--- config.mk ---
export PLATFORM = sky130hd
export DESIGN_NAME = chn_front
export DESIGN_NICKNAME = d
export VERILOG_FILES = /design/src/sv/chn_pkg.sv /design/src/sv/chn_fifo.sv /design/src/sv/chn_front.sv
export SDC_FILE = /design/constraint.sdc
export NUM_CORES = 1
export LEC_CHECK = 0
export BUFFER_PORTS_ARGS = -buffer_cell sky130_fd_sc_hd__buf_4
export CORE_MARGIN = 2
export CORE_UTILIZATION = 45
export DETAILED_ROUTE_END_ITERATION = 8
export HOLD_SLACK_MARGIN = 0.12
export PLACE_DENSITY = 0.72
export SYNTH_ARGS = -nofsm -noshare
export SYNTH_HDL_FRONTEND = slang
export SYNTH_SLANG_ARGS = --single-unit
--- constraint.sdc ---
create_clock -name clk -period 2.8 [get_ports clk]
set_input_delay 0.28 -clock clk [delete_from_list [all_inputs] [get_ports clk]]
set_output_delay 0.28 -clock clk [all_outputs]
set_load 0.01 [all_outputs]
--- src/sv/chn_pkg.sv ---
// Shared types and constants for the channel histogram normalizer.
// Used by every module of the block but chn_fifo; depends on nothing.
package chn_pkg;

	localparam int BIN_WIDTH        = 8;
	localparam int NUM_BINS         = 256;
	localparam int HEIGHT_WIDTH     = 8;
	localparam int OUT_COUNT_WIDTH  = 24;
	localparam int MAX_COUNT_WIDTH  = 32;
	localparam int DEF_COUNT_WIDTH  = 24;
	localparam int PIXEL_WIDTH      = 32;
	localparam int CMD_QUEUE_DEPTH  = 4;
	localparam int RES_QUEUE_DEPTH  = 2;

	localparam logic [1:0] CMD_ADD   = 2'd0;
	localparam logic [1:0] CMD_READ  = 2'd1;
	localparam logic [1:0] CMD_CLEAR = 2'd2;

	localparam logic [1:0] REG_LANE_SELECT = 2'd0;
	localparam logic [1:0] REG_HEIGHT_SCALE = 2'd1;
	localparam logic [1:0] REG_CLAMP = 2'd2;

	localparam logic [1:0] LANE_RESET  = 2'd0;
	localparam logic [7:0] SCALE_RESET = 8'd100;
	localparam logic       CLAMP_RESET = 1'b0;

	typedef enum logic [1:0] {
		OP_ADD,
		OP_READ,
		OP_CLEAR
	} op_t;

	typedef struct packed {
		op_t                  op;
		logic [BIN_WIDTH-1:0] bin;
	} cmd_t;

	typedef struct packed {
		logic [HEIGHT_WIDTH-1:0]    height;
		logic [OUT_COUNT_WIDTH-1:0] count;
		logic                       no_data;
	} res_t;

	typedef enum logic [2:0] {
		ST_IDLE,
		ST_ADD,
		ST_READ,
		ST_START,
		ST_DIV,
		ST_OUT
	} state_t;

endpackage

--- src/sv/chn_fifo.sv ---
// Small synchronous queue built from a register file.
// Standalone; DEPTH must be a power of two of at least two.
module chn_fifo #(
	parameter int WIDTH = 8,
	parameter int DEPTH = 4
) (
	input  logic             clk,
	input  logic             arst_n,
	input  logic             wr_en,
	input  logic [WIDTH-1:0] wr_data,
	output logic             full,
	input  logic             rd_en,
	output logic [WIDTH-1:0] rd_data,
	output logic             empty
);

	localparam int AW = $clog2(DEPTH);

	logic [WIDTH-1:0] mem_q [DEPTH];
	logic [AW-1:0]    wr_ptr_q;
	logic [AW-1:0]    rd_ptr_q;
	logic [AW:0]      count_q;
	logic             do_wr;
	logic             do_rd;

	assign full    = (count_q == (AW+1)'(DEPTH));
	assign empty   = (count_q == '0);
	assign do_wr   = wr_en && !full;
	assign do_rd   = rd_en && !empty;
	assign rd_data = mem_q[rd_ptr_q];

	always_ff @(posedge clk or negedge arst_n) begin
		if (!arst_n) begin
			wr_ptr_q <= '0;
			rd_ptr_q <= '0;
			count_q  <= '0;
		end else begin
			if (do_wr) begin
				wr_ptr_q <= wr_ptr_q + AW'(1);
			end
			if (do_rd) begin
				rd_ptr_q <= rd_ptr_q + AW'(1);
			end
			if (do_wr && !do_rd) begin
				count_q <= count_q + (AW+1)'(1);
			end else if (do_rd && !do_wr) begin
				count_q <= count_q - (AW+1)'(1);
			end
		end
	end

	always_ff @(posedge clk) begin
		if (do_wr) begin
			mem_q[wr_ptr_q] <= wr_data;
		end
	end

endmodule

--- src/sv/chn_front.sv ---
// Front end: accepts input beats, classifies the command and picks the pixel lane.
// Depends on chn_pkg and chn_fifo.
module chn_front (
	input  logic                              clk,
	input  logic                              arst_n,
	input  logic                              push,
	output logic                              full,
	input  logic [1:0]                        command,
	input  logic [chn_pkg::PIXEL_WIDTH-1:0]   pixel_word,
	input  logic [chn_pkg::BIN_WIDTH-1:0]     bin_index,
	input  logic [1:0]                        lane_select,
	input  logic                              cmd_pop,
	output logic                              cmd_valid,
	output chn_pkg::cmd_t                     cmd
);

	chn_pkg::cmd_t                 cmd_in;
	logic                          cmd_known;
	logic                          cmd_empty;
	logic [$bits(chn_pkg::cmd_t)-1:0] cmd_raw;

	always_comb begin
		cmd_in.op  = chn_pkg::OP_ADD;
		cmd_in.bin = bin_index;
		cmd_known  = 1'b1;
		unique case (command)
			chn_pkg::CMD_ADD: begin
				cmd_in.op  = chn_pkg::OP_ADD;
				cmd_in.bin = pixel_word[{lane_select, 3'b000} +: chn_pkg::BIN_WIDTH];
			end
			chn_pkg::CMD_READ: begin
				cmd_in.op = chn_pkg::OP_READ;
			end
			chn_pkg::CMD_CLEAR: begin
				cmd_in.op = chn_pkg::OP_CLEAR;
			end
			default: begin
				cmd_known = 1'b0;
			end
		endcase
	end

	chn_fifo #(
		.WIDTH($bits(chn_pkg::cmd_t)),
		.DEPTH(chn_pkg::CMD_QUEUE_DEPTH)
	) u_cmd_fifo (
		.clk    (clk),
		.arst_n (arst_n),
		.wr_en  (push && cmd_known),
		.wr_data(cmd_in),
		.full   (full),
		.rd_en  (cmd_pop),
		.rd_data(cmd_raw),
		.empty  (cmd_empty)
	);

	assign cmd       = chn_pkg::cmd_t'(cmd_raw);
	assign cmd_valid = !cmd_empty;

endmodule

==> impl_metrics.py <==
metrics = {
    "run_status": {
        "result_of_the_run": "completed",
    },
    "placed_design": {
        "post-place-cells": 217,
        "dp_hpwl_mm": 2.944,
        "placement_stage_worst_setup_slack_ns": 0.6936,
        "port-buffer-count": 59,
        "globalplace.congestion": 0.7742,
    },
    "detailed_routing": {
        "drt-initial-drc-count": 78,
        "route.detailed.wl_per_inst_um": 16.95,
        "vias_per_cell": 5.217,
        "postRouteAntennaNets": 0,
        "finalWirelength_mm": 3.830,
        "dr_total_vias": 1179,
        "route.detailed.drc": 0,
        "drt_pre_antenna_iters": 4,
    },
    "logic_synthesis": {
        "ys.warnings.count": 0,
        "synth_top_flop_cell": "edfxtp_1",
        "yosysSeqAreaShare": 0.6336,
        "synth.distinct_cells": 23,
        "netlist.area_leader.share": 0.5530,
        "synth-async-reset-ratio": 0.1489,
        "largest_area_contributor_in_the_synthesized_netlist": "edfxtp_1",
        "yosys-top-cells-area": "edfxtp_1 (55%), mux4_2 (19%), dfrtp_1 (8.1%)",
        "synth_area_um2": 2172,
        "postSynthNetCount": 163,
        "synth.ff_latch_count": 47,
        "synth.avg_cell_area_um2": 19.93,
        "syn-instance-count": 109,
        "synth-edff-count": 40,
    },
    "cells_and_area": {
        "commonest_cells_after_routing_fill_and_taps_aside": "buf_4 (59), edfxtp_1 (40), mux4_2 (18)",
        "most_common_cell_after_layout_fill_and_taps_aside": "buf_4",
        "finish.cell_count_without_fillers": 226,
        "area.growth.synth_to_final_pct": 27.42,
        "n_antenna_cell": 0,
        "post_route_cells_drive_above_1_share": 0.5581,
        "num-nets-final": 225,
    },
    "sta": {
        "timing.final.hold_violations": 0,
        "worst_slew_margin_rel": 0.5288,
        "min_period_over_period": 0.7636,
        "layout_min_cycle_time_ns": 2.138,
        "finalWorstSetupSlack_ns": 0.6620,
        "tightestPinTransition_ns": 0.7068,
        "finClkSkew_ns": 0.007427,
        "timing_max_transition_violations_final": 0,
        "setup_total_negative_slack_ns": 0,
        "rsz_0062_raised_after_global_routing": "false",
        "fmax_ghz": 0.4677,
        "finalSetupViolations": 0,
    },
    "run": {
        "cap_violations": 0,
    },
    "floorplanning": {
        "top_level_ports": 60,
        "die_w_um": 73.48,
        "die-area_um2": 5399,
        "start_util": 0.4629,
        "placement_rows": 25,
        "core_area_um2": 4692,
        "chip_height_um": 73.48,
    },
    "clock_tree": {
        "total_cts_buffers": 5,
        "cts_repair_resize_count": 0,
        "clock_tree_from_tritoncts": "built",
        "cts.htree.levels": 2,
        "clk_latency_ns": 0.29,
        "cts.reportedPaths.clkPinSlew_ns": 0.07,
        "root_buffer": "clkbuf_8",
        "clockBufferDepth": 2,
        "numClockSinks": 47,
    },
    "setup_path": {
        "required_time_of_the_worst_setup_path_ns": 2.52,
        "critPathKind": "flop to output pin",
        "setup.worst_path.start_class": "flop",
        "worst-endpoint-arrival_ns": 1.86,
        "crit_fanout": 12,
        "endpoint_kind": "output pin",
    },
    "min_path": {
        "min_path_type": "primary input to flop",
    },
    "global_route": {
        "grt_start_max_net_pins": 15,
        "antenna_found_initial": 0,
        "vias_in_the_first_global_route": 1322,
        "globalRoute.totalOverflow": 0,
        "track_usage": 0.1662,
        "grt_first_pass_wirelength_mm": 6.410,
    },
    "pwr": {
        "cell_area_power_density_nw_per_um2": 820.9,
        "fin_total_pwr_uw": 2272,
        "vdd_ir_drop_max_v": 0.0002948,
        "static-leakage-power_uw": 0.001062,
    },
}
## area by class of cell
type	count	area, um2
repair buffers	60	452.9
well taps	54	67.56
clock inverters	3	38.79
inverters	4	15.01
fillers	361	1924
flip-flops and latches	47	1376
clock buffers	5	68.82
multi-input cells	53	748.2
## logic make-up (layout without fill, tap and decap cells)
group,count (synthesis),in the layout,share of synthesized area
compound gates,1,1,0.009217
buf+inv,9,72,0.02189
xor+xnor,6,6,0.02419
simple gates,12,12,0.03456
mux,28,28,0.2385
fa+ha+maj,6,6,0.03802
flops,47,47,0.6336
## power breakdown
part | internal [uW] | switching [uW]
sequential | 922 | 143
clock | 261 | 205
combinational | 441 | 300
## worst max-delay path, cell delays in order (launching register included)
cell,delay (ns)
dfrtp_1,0.80
mux4_2,0.61
buf_4,0.16
## registers in the layout (all words and copies together), names as in the netlist
signal	cells
u_cmd_fifo.rd_ptr_q	2
u_cmd_fifo.wr_ptr_q	2
u_cmd_fifo.count_q	3
u_cmd_fifo.mem_q	40
## layer usage
| metal | vias up | wire length (um) | global-route usage |
|---|---|---|---|
| met4 | 0 | 39 | 0.06061 |
| met5 | - | 0 | 0 |
| met3 | 2 | 233 | 0.04664 |
| met1 | 570 | 1507 | 0.2081 |
| li1 | 553 | - | - |
| met2 | 54 | 2050 | 0.2768 |
## per-stage QoR
stage | cell area, um2 | hold slack [ns] | util
after CTS | 2768 | 0.2781 | 0.5899
after floorplan | 2172 | -0.01559 | -
final | 2768 | 0.2885 | 0.5899
after global placement | 2650 | 0.09380 | 0.5648
after global routing | 2768 | 0.3143 | 0.5899
after detailed placement | 2650 | 0.09946 | 0.5648
## synth_stat cells (2+ instances only)
cell and number:
edfxtp_1 40, xor2_1 2, xnor2_1 4, mux2_2 9
and2_1 4, dfrtp_1 7, nor2b_1 2, mux4_2 18
ha_1 5, buf_2 2, inv_1 4
## worst paths after layout
kind	slack, ns	depth (start not counted)	endpoint	startpoint
max in group asynchronous	2.34	2	u_cmd_fifo.rd_ptr_q[1]$_DFFE_PN0P_	arst_n
worst max register to register	0.67	8	u_cmd_fifo.count_q[2]$_DFFE_PN0P_	u_cmd_fifo.count_q[0]$_DFFE_PN0P_
worst min-delay path	0.29	3	u_cmd_fifo.rd_ptr_q[1]$_DFFE_PN0P_	cmd_pop
min in group asynchronous	0.33	2	u_cmd_fifo.count_q[1]$_DFFE_PN0P_	arst_n
worst max-delay path	0.66	2	cmd[1]	u_cmd_fifo.rd_ptr_q[0]$_DFFE_PN0P_
worst min register to register	0.49	1	u_cmd_fifo.count_q[2]$_DFFE_PN0P_	u_cmd_fifo.count_q[2]$_DFFE_PN0P_
## repair_timing
action	CTS	global route
hold buffers	1	0
setup buffers	0	0
hold endpoints to repair	7	0
(Power assumes the default switching activity.)
